### src/rhap_pkg.sv
// ----------------------------------------------------------------------------
// rhap_pkg
// Shared widths, constants, controller states and the command and status
// structs of the ring history autoscale plot block.
// ----------------------------------------------------------------------------
`default_nettype none

package rhap_pkg;

    localparam int DEPTH_DEF = 64;
    localparam int PRICE_W   = 24;
    localparam int X_W       = 6;
    localparam int Y_W       = 26;
    localparam int H_W       = 8;
    localparam int LO_W      = PRICE_W + 2;
    localparam int T_W       = PRICE_W + 1;
    localparam int NUM_W     = 32;
    localparam int DIV_STEPS = NUM_W / 2;
    localparam int DCNT_W    = $clog2(DIV_STEPS);

    localparam logic [H_W-1:0] H_RESET = H_W'(60);

    localparam logic FUNC_STORE  = 1'b0;
    localparam logic FUNC_RENDER = 1'b1;

    typedef enum logic [3:0] {
        ST_IDLE,
        ST_SCAN,
        ST_FLUSH,
        ST_ADJUST,
        ST_PT_READ,
        ST_PT_SUB,
        ST_DIV_LOAD,
        ST_DIV,
        ST_EMIT,
        ST_OUT
    } rhap_state_t;

    typedef struct packed {
        logic store;
        logic scan_start;
        logic scan_step;
        logic scan_flush;
        logic adjust;
        logic pt_read;
        logic pt_sub;
        logic div_load;
        logic div_step;
        logic emit;
        logic advance;
    } rhap_cmd_t;

    typedef struct packed {
        logic scan_last;
        logic found;
        logic div_last;
        logic pt_last;
    } rhap_sts_t;

endpackage

`default_nettype wire

### src/rhap_ifc.sv
// ----------------------------------------------------------------------------
// rhap_ifc
// Valid/ready channels of the block: input items and plot points.
// ----------------------------------------------------------------------------
`default_nettype none

interface rhap_item_if import rhap_pkg::*; ();
    logic               valid;
    logic               ready;
    logic               func;
    logic [PRICE_W-1:0] price;

    modport source (output valid, output func, output price, input ready);
    modport sink   (input valid, input func, input price, output ready);
endinterface

interface rhap_point_if import rhap_pkg::*; ();
    logic                  valid;
    logic                  ready;
    logic [X_W-1:0]        x_pos;
    logic signed [Y_W-1:0] y_pos;
    logic                  last_point;
    logic                  empty_res;

    modport source (output valid, output x_pos, output y_pos, output last_point,
                    output empty_res, input ready);
    modport sink   (input valid, input x_pos, input y_pos, input last_point,
                    input empty_res, output ready);
endinterface

`default_nettype wire

### src/rhap_div.sv
// ----------------------------------------------------------------------------
// rhap_div
// Unsigned restoring divider, two quotient bits per step, for the point
// scaling of a render.
// ----------------------------------------------------------------------------
`default_nettype none

module rhap_div
    import rhap_pkg::*;
(
    input  wire logic               clk,
    input  wire logic               rst_n,
    input  wire logic               load,
    input  wire logic               step,
    input  wire logic [NUM_W-1:0]   dividend,
    input  wire logic [PRICE_W-1:0] divisor,
    output logic [NUM_W-1:0]        quotient,
    output logic                    last
);

    logic [NUM_W-1:0]   q_reg, q_next;
    logic [PRICE_W-1:0] rem_reg, rem_next;
    logic [DCNT_W-1:0]  cnt_reg;

    logic [PRICE_W:0]   r1s, r2s, dvs;
    logic [PRICE_W-1:0] r1;
    logic               ge1, ge2;
    logic [NUM_W-1:0]   q1;

    always_comb
    begin
        dvs  = {1'b0, divisor};
        r1s  = {rem_reg, q_reg[NUM_W-1]};
        ge1  = (r1s >= dvs);
        r1   = ge1 ? PRICE_W'(r1s - dvs) : r1s[PRICE_W-1:0];
        q1   = {q_reg[NUM_W-2:0], ge1};
        r2s  = {r1, q1[NUM_W-1]};
        ge2  = (r2s >= dvs);
        rem_next = ge2 ? PRICE_W'(r2s - dvs) : r2s[PRICE_W-1:0];
        q_next   = {q1[NUM_W-2:0], ge2};
    end

    always_ff @(posedge clk)
    begin
        if (load)
        begin
            q_reg   <= dividend;
            rem_reg <= '0;
        end
        else if (step)
        begin
            q_reg   <= q_next;
            rem_reg <= rem_next;
        end
    end

    always_ff @(posedge clk or negedge rst_n)
    begin
        if (!rst_n)
            cnt_reg <= '0;
        else if (load)
            cnt_reg <= '0;
        else if (step)
            cnt_reg <= cnt_reg + DCNT_W'(1);
    end

    assign quotient = q_reg;
    assign last     = (cnt_reg == DCNT_W'(DIV_STEPS - 1));

endmodule

`default_nettype wire

### src/rhap_ctrl.sv
// ----------------------------------------------------------------------------
// rhap_ctrl
// Controller: sequences store, min/max scan, span adjust and the per-point
// scaling and output handshake.
// ----------------------------------------------------------------------------
`default_nettype none

module rhap_ctrl
    import rhap_pkg::*;
(
    input  wire logic      clk,
    input  wire logic      rst_n,
    input  wire logic      item_valid,
    input  wire logic      item_func,
    input  wire logic      point_ready,
    input  wire rhap_sts_t sts,
    output logic           item_ready,
    output logic           point_valid,
    output rhap_cmd_t      cmd
);

    rhap_state_t state_reg, state_next;

    always_ff @(posedge clk or negedge rst_n)
    begin
        if (!rst_n)
            state_reg <= ST_IDLE;
        else
            state_reg <= state_next;
    end

    always_comb
    begin
        state_next  = state_reg;
        cmd         = '0;
        item_ready  = 1'b0;
        point_valid = 1'b0;
        unique case (state_reg)
            ST_IDLE:
            begin
                item_ready = 1'b1;
                if (item_valid)
                begin
                    if (item_func == FUNC_STORE)
                        cmd.store = 1'b1;
                    else
                    begin
                        cmd.scan_start = 1'b1;
                        state_next     = ST_SCAN;
                    end
                end
            end
            ST_SCAN:
            begin
                cmd.scan_step = 1'b1;
                if (sts.scan_last)
                    state_next = ST_FLUSH;
            end
            ST_FLUSH:
            begin
                cmd.scan_flush = 1'b1;
                state_next     = ST_ADJUST;
            end
            ST_ADJUST:
            begin
                cmd.adjust = 1'b1;
                state_next = ST_PT_READ;
            end
            ST_PT_READ:
            begin
                cmd.pt_read = 1'b1;
                state_next  = sts.found ? ST_PT_SUB : ST_EMIT;
            end
            ST_PT_SUB:
            begin
                cmd.pt_sub = 1'b1;
                state_next = ST_DIV_LOAD;
            end
            ST_DIV_LOAD:
            begin
                cmd.div_load = 1'b1;
                state_next   = ST_DIV;
            end
            ST_DIV:
            begin
                cmd.div_step = 1'b1;
                if (sts.div_last)
                    state_next = ST_EMIT;
            end
            ST_EMIT:
            begin
                cmd.emit   = 1'b1;
                state_next = ST_OUT;
            end
            ST_OUT:
            begin
                point_valid = 1'b1;
                if (point_ready)
                begin
                    if (sts.pt_last)
                        state_next = ST_IDLE;
                    else
                    begin
                        cmd.advance = 1'b1;
                        state_next  = ST_PT_READ;
                    end
                end
            end
            default:
                state_next = ST_IDLE;
        endcase
    end

endmodule

`default_nettype wire

### src/rhap_dp.sv
// ----------------------------------------------------------------------------
// rhap_dp
// Datapath: sample ring with valid bits, write pointer, min/max scan,
// span adjust, point scaling with the divider, and the result register.
// ----------------------------------------------------------------------------
`default_nettype none

module rhap_dp
    import rhap_pkg::*;
#(
    parameter int DEPTH = DEPTH_DEF
)
(
    input  wire logic               clk,
    input  wire logic               rst_n,
    input  wire rhap_cmd_t          cmd,
    output rhap_sts_t               sts,
    input  wire logic               cfg_we,
    input  wire logic [H_W-1:0]     cfg_wdata,
    input  wire logic [PRICE_W-1:0] price,
    output logic [X_W-1:0]          x_pos,
    output logic signed [Y_W-1:0]   y_pos,
    output logic                    last_point,
    output logic                    empty_res
);

    localparam int AW = $clog2(DEPTH);
    localparam logic [AW-1:0] LAST_IDX = AW'(DEPTH - 1);

    logic [PRICE_W-1:0] mem [DEPTH];
    logic [DEPTH-1:0]   vld_reg;
    logic [PRICE_W-1:0] rdata_reg;
    logic               rvld_reg;

    logic [H_W-1:0]     h_reg;
    logic [AW-1:0]      wp_reg;
    logic [AW-1:0]      cnt_reg;
    logic               pend_reg;
    logic               found_reg;
    logic [PRICE_W-1:0] mn_reg, hi_reg;
    logic signed [LO_W-1:0] lo_reg;
    logic [PRICE_W-1:0] span_reg;
    logic [AW-1:0]      slot_reg;
    logic [AW-1:0]      k_reg;
    logic [T_W-1:0]     t_reg;

    logic [X_W-1:0]        x_reg;
    logic signed [Y_W-1:0] y_reg;
    logic                  last_reg;
    logic                  empty_reg;

    logic               rd_en;
    logic [AW-1:0]      raddr;
    logic [PRICE_W-1:0] v;
    logic               proc;
    logic [PRICE_W-1:0] span_raw;
    logic [H_W-1:0]     minspan;
    logic [H_W-1:0]     gap;
    logic signed [LO_W-1:0] tsum;
    logic [NUM_W-1:0]   prod;
    logic [NUM_W-1:0]   quotient;
    logic               div_last;

    assign rd_en = cmd.scan_step | cmd.pt_read;
    assign raddr = cmd.scan_step ? cnt_reg : slot_reg;
    assign v     = rvld_reg ? rdata_reg : '0;
    assign proc  = (cmd.scan_step & pend_reg) | cmd.scan_flush;

    always_ff @(posedge clk)
    begin
        if (cmd.store)
            mem[wp_reg] <= price;
        if (rd_en)
            rdata_reg <= mem[raddr];
    end

    always_ff @(posedge clk or negedge rst_n)
    begin
        if (!rst_n)
        begin
            vld_reg  <= '0;
            rvld_reg <= 1'b0;
            wp_reg   <= '0;
            h_reg    <= H_RESET;
        end
        else
        begin
            if (cfg_we)
                h_reg <= cfg_wdata;
            if (cmd.store)
            begin
                vld_reg[wp_reg] <= 1'b1;
                wp_reg <= (wp_reg == LAST_IDX) ? '0 : wp_reg + AW'(1);
            end
            if (rd_en)
                rvld_reg <= vld_reg[raddr];
        end
    end

    // scan: one read issued per cycle, previous read folded into min/max
    always_ff @(posedge clk or negedge rst_n)
    begin
        if (!rst_n)
        begin
            cnt_reg   <= '0;
            pend_reg  <= 1'b0;
            found_reg <= 1'b0;
        end
        else
        begin
            if (cmd.scan_start)
            begin
                cnt_reg   <= '0;
                pend_reg  <= 1'b0;
                found_reg <= 1'b0;
            end
            else if (cmd.scan_step)
            begin
                cnt_reg  <= cnt_reg + AW'(1);
                pend_reg <= 1'b1;
            end
            if (proc && v != '0)
                found_reg <= 1'b1;
        end
    end

    always_ff @(posedge clk)
    begin
        if (proc && v != '0)
        begin
            if (!found_reg)
            begin
                mn_reg <= v;
                hi_reg <= v;
            end
            else
            begin
                if (v < mn_reg)
                    mn_reg <= v;
                if (v > hi_reg)
                    hi_reg <= v;
            end
        end
    end

    // widen a narrow span to the plot height, centered on the data
    always_comb
    begin
        span_raw = found_reg ? PRICE_W'(hi_reg - mn_reg) : '0;
        minspan  = (h_reg == '0) ? H_W'(1) : h_reg;
        gap      = minspan - span_raw[H_W-1:0];
    end

    always_ff @(posedge clk)
    begin
        if (cmd.adjust)
        begin
            if (span_raw < PRICE_W'(minspan))
            begin
                lo_reg   <= $signed(LO_W'(found_reg ? mn_reg : '0))
                            - $signed(LO_W'(gap >> 1));
                span_reg <= PRICE_W'(minspan);
            end
            else
            begin
                lo_reg   <= $signed(LO_W'(mn_reg));
                span_reg <= span_raw;
            end
        end
        if (cmd.pt_sub)
            t_reg <= tsum[T_W-1:0];
    end

    always_ff @(posedge clk or negedge rst_n)
    begin
        if (!rst_n)
        begin
            slot_reg <= '0;
            k_reg    <= '0;
        end
        else if (cmd.adjust)
        begin
            slot_reg <= wp_reg;
            k_reg    <= '0;
        end
        else if (cmd.advance)
        begin
            slot_reg <= (slot_reg == LAST_IDX) ? '0 : slot_reg + AW'(1);
            k_reg    <= k_reg + AW'(1);
        end
    end

    assign tsum = $signed(LO_W'(span_reg)) + lo_reg - $signed(LO_W'(v));
    assign prod = NUM_W'(h_reg) * NUM_W'(t_reg);

    rhap_div u_div (
        .clk      (clk),
        .rst_n    (rst_n),
        .load     (cmd.div_load),
        .step     (cmd.div_step),
        .dividend (prod),
        .divisor  (span_reg),
        .quotient (quotient),
        .last     (div_last)
    );

    always_ff @(posedge clk)
    begin
        if (cmd.emit)
        begin
            x_reg     <= X_W'(k_reg);
            y_reg     <= found_reg ? $signed(quotient[Y_W-1:0]) : $signed(Y_W'(h_reg));
            last_reg  <= (k_reg == LAST_IDX);
            empty_reg <= !found_reg;
        end
    end

    assign sts.scan_last = (cnt_reg == LAST_IDX);
    assign sts.found     = found_reg;
    assign sts.div_last  = div_last;
    assign sts.pt_last   = (k_reg == LAST_IDX);

    assign x_pos      = x_reg;
    assign y_pos      = y_reg;
    assign last_point = last_reg;
    assign empty_res  = empty_reg;

endmodule

`default_nettype wire

### src/ring_history_autoscale_plot.sv
// ----------------------------------------------------------------------------
// ring_history_autoscale_plot
// Ring of the last DEPTH price samples with an autoscaled plot render.
// ----------------------------------------------------------------------------
// channel  dir  transaction fields                        per transaction
// item     in   func, price                               store or render
// point    out  x_pos, y_pos, last_point, empty_res       one plot point
// cfg      in   cfg_we, cfg_wdata                         plot_height write
//
// Items are taken only in idle. Render: scan and span adjust through the
// single memory read port, then per point read, subtract, divider load and
// divide (two-bit-per-step divider, 16 steps) and emit, or read and emit
// when no sample is positive, each plus any wait on point.ready. Reset
// clears the ring through per-slot valid bits at once; no clear pass.
// ----------------------------------------------------------------------------
`default_nettype none

module ring_history_autoscale_plot
    import rhap_pkg::*;
#(
    parameter int DEPTH = DEPTH_DEF
)
(
    input  wire logic           clk,
    input  wire logic           rst_n,
    input  wire logic           cfg_we,
    input  wire logic [H_W-1:0] cfg_wdata,
    rhap_item_if.sink           item,
    rhap_point_if.source        point
);

    rhap_cmd_t cmd;
    rhap_sts_t sts;

    rhap_ctrl u_ctrl (
        .clk         (clk),
        .rst_n       (rst_n),
        .item_valid  (item.valid),
        .item_func   (item.func),
        .point_ready (point.ready),
        .sts         (sts),
        .item_ready  (item.ready),
        .point_valid (point.valid),
        .cmd         (cmd)
    );

    rhap_dp #(
        .DEPTH (DEPTH)
    ) u_dp (
        .clk        (clk),
        .rst_n      (rst_n),
        .cmd        (cmd),
        .sts        (sts),
        .cfg_we     (cfg_we),
        .cfg_wdata  (cfg_wdata),
        .price      (item.price),
        .x_pos      (point.x_pos),
        .y_pos      (point.y_pos),
        .last_point (point.last_point),
        .empty_res  (point.empty_res)
    );

endmodule

`default_nettype wire

### src/flat_wrapper.sv
// flat-port wrapper written by rule: the top's interface ports become plain ports
module ring_history_autoscale_plot_flat import rhap_pkg::*;
#(
    parameter int DEPTH = DEPTH_DEF
)
  (clk, rst_n, cfg_we, cfg_wdata, item_valid, item_func, item_price, item_ready, point_valid, point_x_pos, point_y_pos, point_last_point, point_empty_res, point_ready);
  rhap_item_if item_i ();
  rhap_point_if point_i ();
  input  wire logic clk;
  input  wire logic rst_n;
  input  wire logic cfg_we;
  input  wire logic [H_W-1:0] cfg_wdata;
  input wire logic [$bits(item_i.valid)-1:0] item_valid;
  input wire logic [$bits(item_i.func)-1:0] item_func;
  input wire logic [$bits(item_i.price)-1:0] item_price;
  output wire logic [$bits(item_i.ready)-1:0] item_ready;
  output wire logic [$bits(point_i.valid)-1:0] point_valid;
  output wire logic [$bits(point_i.x_pos)-1:0] point_x_pos;
  output wire logic [$bits(point_i.y_pos)-1:0] point_y_pos;
  output wire logic [$bits(point_i.last_point)-1:0] point_last_point;
  output wire logic [$bits(point_i.empty_res)-1:0] point_empty_res;
  input wire logic [$bits(point_i.ready)-1:0] point_ready;
  assign item_i.valid = item_valid;
  assign item_i.func = item_func;
  assign item_i.price = item_price;
  assign item_ready = item_i.ready;
  assign point_valid = point_i.valid;
  assign point_x_pos = point_i.x_pos;
  assign point_y_pos = point_i.y_pos;
  assign point_last_point = point_i.last_point;
  assign point_empty_res = point_i.empty_res;
  assign point_i.ready = point_ready;
  ring_history_autoscale_plot #(.DEPTH(DEPTH)) u_core (.clk(clk), .rst_n(rst_n), .cfg_we(cfg_we), .cfg_wdata(cfg_wdata), .item(item_i), .point(point_i));
endmodule
### config.mk
export PLATFORM = sky130hd
export DESIGN_NAME = ring_history_autoscale_plot_flat
export DESIGN_NICKNAME = d
export VERILOG_FILES = /design/src/rhap_pkg.sv /design/src/rhap_ifc.sv /design/src/rhap_div.sv /design/src/rhap_ctrl.sv /design/src/rhap_dp.sv /design/src/ring_history_autoscale_plot.sv /design/src/flat_wrapper.sv
export SDC_FILE = /design/constraint.sdc
export NUM_CORES = 2
export LEC_CHECK = 0
export BUFFER_PORTS_ARGS = -buffer_cell sky130_fd_sc_hd__buf_2
export CORE_MARGIN = 10
export CORE_UTILIZATION = 50
export DETAILED_ROUTE_END_ITERATION = 8
export PLACE_DENSITY = 0.77
export SETUP_SLACK_MARGIN = 0.4
export SLEW_MARGIN = 20
export SYNTH_ARGS = -nofsm -noshare
export SYNTH_HDL_FRONTEND = slang
export SYNTH_SLANG_ARGS = --single-unit
export TNS_END_PERCENT = 30
### constraint.sdc
create_clock -name clk -period 12 [get_ports clk]
set_clock_uncertainty 0.2 [all_clocks]
set_input_delay 3.6 -clock clk [delete_from_list [all_inputs] [get_ports clk]]
set_output_delay 3.6 -clock clk [all_outputs]
set_load 0.01 [all_outputs]
==> impl_metrics.toml <==
[run_status]
status = "complete, no violations"

[clock_network]
cts_tree = "done"
clk_pin_slew_ns = 0.06
cts-resized-gates = 0
worstSkewPairLatency_ns = 0.86
root_buffer = "clkbuf_16"
htreeDepth = 4
numClockSinks = 1879
cts_setup_buffers = 0
cts_buffers = 187
holdBufCountCts = 0
cts_buffer_depth = 3

[sta]
hold_viol = 0
holdWs_ns = 0.263
tightest_slew_ns = 1.16
min_period_ns = 7.57
min_period_over_period = 0.631
max_freq_mhz = 132
rsz0062_at_grt = "false"
tns_ns = 0
timing.slew.headroom = 0.221
layout_setup_ws_ns = 4.43
drv_slew = 0
setup_viol = 0

[finish]
n_fill_cell = 12914
final_area_sq_mm = 0.0963
area_growth_pct = 11.3
final_nets = 6135
largest_reg_flops = 1536
fin_cells = 8177
drive_gt1_frac = 0.183

[route]
drt-total-wl_um = 220000
drt_iter0_drc = 6288
remaining_drc_errors = 0
avgRoutedWirePerCell_um = 26.9
vias = 50875
drtPass1Iterations = 6
ant_nets = 0
viasPerCell = 6.22

[place]
placed_cell_area_sq_mm = 0.0901
routabilityCongestion = 0.905
hpwl_um = 132000
dp.cells = 7832
portBuffers = 73
pre_cts_slack_ns = 4.62

[synthesis]
synth_edf_count = 1748
ys_seq_elements = 1879
async_flop_share = 0.0569
ys.flop_type = "edfxtp_1"
synth_cells = 5579
synth_most_common_cell = "edfxtp_1"
synthesis.area_sq_mm = 0.0865
synth_common_cells = "edfxtp_1 (1748), nand2_1 (476), mux4_2 (400)"
synth_top_area_frac = 0.607
avgSynthCellArea_sq_um = 15.5
synth_area_leaders = "edfxtp_1 (61%), mux4_2 (10%), fa_1 (3.8%)"
synth.distinct_cells = 87
synth_top_area_cell = "edfxtp_1"
synth-seq-area-share = 0.643
synth_warnings = 0
syn_nets = 6003

[worst_setup_path]
reg2reg_depth = 24
reg2reg_slack_ns = 4.43
cp.arrival_ns = 7.87
worstPathMaxFanout = 21
r2r-start = "u_core.u_dp.span_reg[1]$_DFFE_PP_"
start_kind = "flip-flop"
critical_path_class = "reg2reg"
cp-end-kind = "flip-flop"
cp_data_required_time_ns = 12.30
reg2reg_to = "u_core.u_dp.u_div.quotient[0]$_DFFE_PP_"

[global_routing]
grt_pass1_vias = 51517
grt_pass1_wl_um = 330000
grt-ovfl-total = 0
antenna_found_initial = 5
grt_start_max_net_pins = 130
track_usage = 0.228

[min_path]
min_path_cells = 1
hold_class = "reg2reg"
hold_end = "u_core.u_dp.vld_reg[12]$_DFFE_PN0P_"
holdCritStartpoint = "u_core.u_dp.vld_reg[12]$_DFFE_PN0P_"

[pwr]
power_leakage_nw = 34.4
p_per_area_mw_per_mm2 = 278
vdd_drop_max_mv = 0.234

[floorplan]
start_util = 0.503
design.core.area_sq_mm = 0.172
ioPinCount = 74
die_h_um = 436
die-area_sq_mm = 0.190
rows = 152
die_w_um = 436

[run]
cap_violations = 0
==> critical path, cell delays in order, from the launching register on <==
cell	delay, ns
edfxtp_1	0.38
inv_1	0.25
ha_1	0.23
nor2b_1	0.17
o31a_1	0.21
o31ai_1	0.13
a311oi_1	0.42
a2111o_1	0.30
nand2_1	0.12
a21oi_2	0.75
buf_4	0.37
nor2_1	0.06
a21oi_1	0.28
ha_1	0.32
nor2b_1	0.15
o31ai_1	0.27
a21oi_1	0.20
a211o_1	0.33
o41ai_1	0.50
o21a_1	0.24
a311oi_1	0.12
a221o_1	0.55
buf_4	0.32
inv_2	0.25
a21oi_1	0.11
==> power by group <==
group	switching, mW	internal, mW	total (mW)
Clock	2.54	3.34	5.87
Combinational	7.43	5.42	12.8
Sequential	0.319	7.75	8.07
==> worst max-delay path by stage <==
| stage | slack (ns) | depth (start not counted) | start | end |
|---|---|---|---|---|
| global placement | 4.76 | 24 | u_core.u_dp.span_reg[1]$_DFFE_PP_ | u_core.u_dp.u_div.quotient[0]$_DFFE_PP_ |
| CTS | 4.49 | 24 | u_core.u_dp.span_reg[1]$_DFFE_PP_ | u_core.u_dp.u_div.quotient[0]$_DFFE_PP_ |
| finish | 4.43 | 24 | u_core.u_dp.span_reg[1]$_DFFE_PP_ | u_core.u_dp.u_div.quotient[0]$_DFFE_PP_ |
| floorplan | 5.17 | 6 | item_func | u_core.u_dp.mem[15][0]$_DFFE_PP_ |
| detailed placement | 4.62 | 24 | u_core.u_dp.span_reg[1]$_DFFE_PP_ | u_core.u_dp.u_div.quotient[0]$_DFFE_PP_ |
| global route | 3.74 | 24 | u_core.u_dp.span_reg[1]$_DFFE_PP_ | u_core.u_dp.u_div.quotient[0]$_DFFE_PP_ |
==> layout by cell type, fill, tap and decap left out, types with 32 or more instances in the layout <==
cell type / netlist / routed
o21ai_0: 161 / 161
xnor2_1: 69 / 69
mux4_2: 400 / 400
a21oi_1: 183 / 181
clkbuf_1: 188 / 39
mux2i_1: 38 / 32
nand4_1: 32 / 32
nor2_2: 0 / 63
nor3_1: 45 / 41
a21o_1: 53 / 53
clkinv_1: 1 / 33
xor2_1: 44 / 44
and2_1: 278 / 278
o21a_1: 34 / 34
nand2_1: 476 / 475
clkbuf_16: 0 / 189
nand3_1: 67 / 67
nor2_1: 215 / 152
fa_1: 166 / 166
edfxtp_1: 1748 / 1748
dfrtp_1: 103 / 102
a31oi_1: 66 / 66
ha_1: 220 / 220
buf_2: 49 / 72
a211oi_1: 140 / 139
inv_1: 344 / 344
buf_4: 3 / 129
or2_2: 71 / 71
a311oi_1: 54 / 54
==> per-stage QoR <==
stage                     utilization  total power [mW]
after global routing            0.560              28.4
final                           0.560              26.8
after detailed placement        0.524              20.8
after global placement          0.524              20.6
after CTS                       0.560              26.8
after floorplan                     -              17.6
==> kinds of logic (layout without fill, tap and decap cells) <==
| kind of cell | count (synthesis) | count (layout) | synth area share |
|---|---|---|---|
| AOI/OAI and AO/OA | 805 | 805 | 0.0612 |
| xor gates and xnor gates | 113 | 113 | 0.0114 |
| adders and majority gates | 386 | 386 | 0.0702 |
| buffers and inverters | 612 | 897 | 0.0276 |
| DFF | 1879 | 1879 | 0.643 |
| muxes | 457 | 457 | 0.111 |
| other | 0 | 3 | 0 |
| and+or+nand+nor | 1327 | 1327 | 0.0753 |
==> area by class of cell <==
type                       instances  area, sq um  share of cell area
inverter                         346         1300              0.0135
antenna                            3         7.51           0.0000780
sequential                      1879        55700               0.578
clock buffer                     241         5050              0.0525
timing repair buffer             209         1490              0.0155
tap                             2310         2890              0.0300
multi-input combinational       3088        28800               0.299
clock inverter                   101         1100              0.0115
==> layer usage <==
| metal | share of wire | wire [um] | vias up | track usage |
|---|---|---|---|---|
| met1 | 0.37 | 81000 | 25889 | 0.297 |
| met4 | 0.054 | 11800 | 0 | 0.109 |
| met2 | 0.48 | 106000 | 2956 | 0.367 |
| li1 | - | - | 21469 | - |
| met3 | 0.099 | 21700 | 561 | 0.0496 |
| met5 | 0 | 0 | - | 0 |
(Power assumes the default switching activity.)
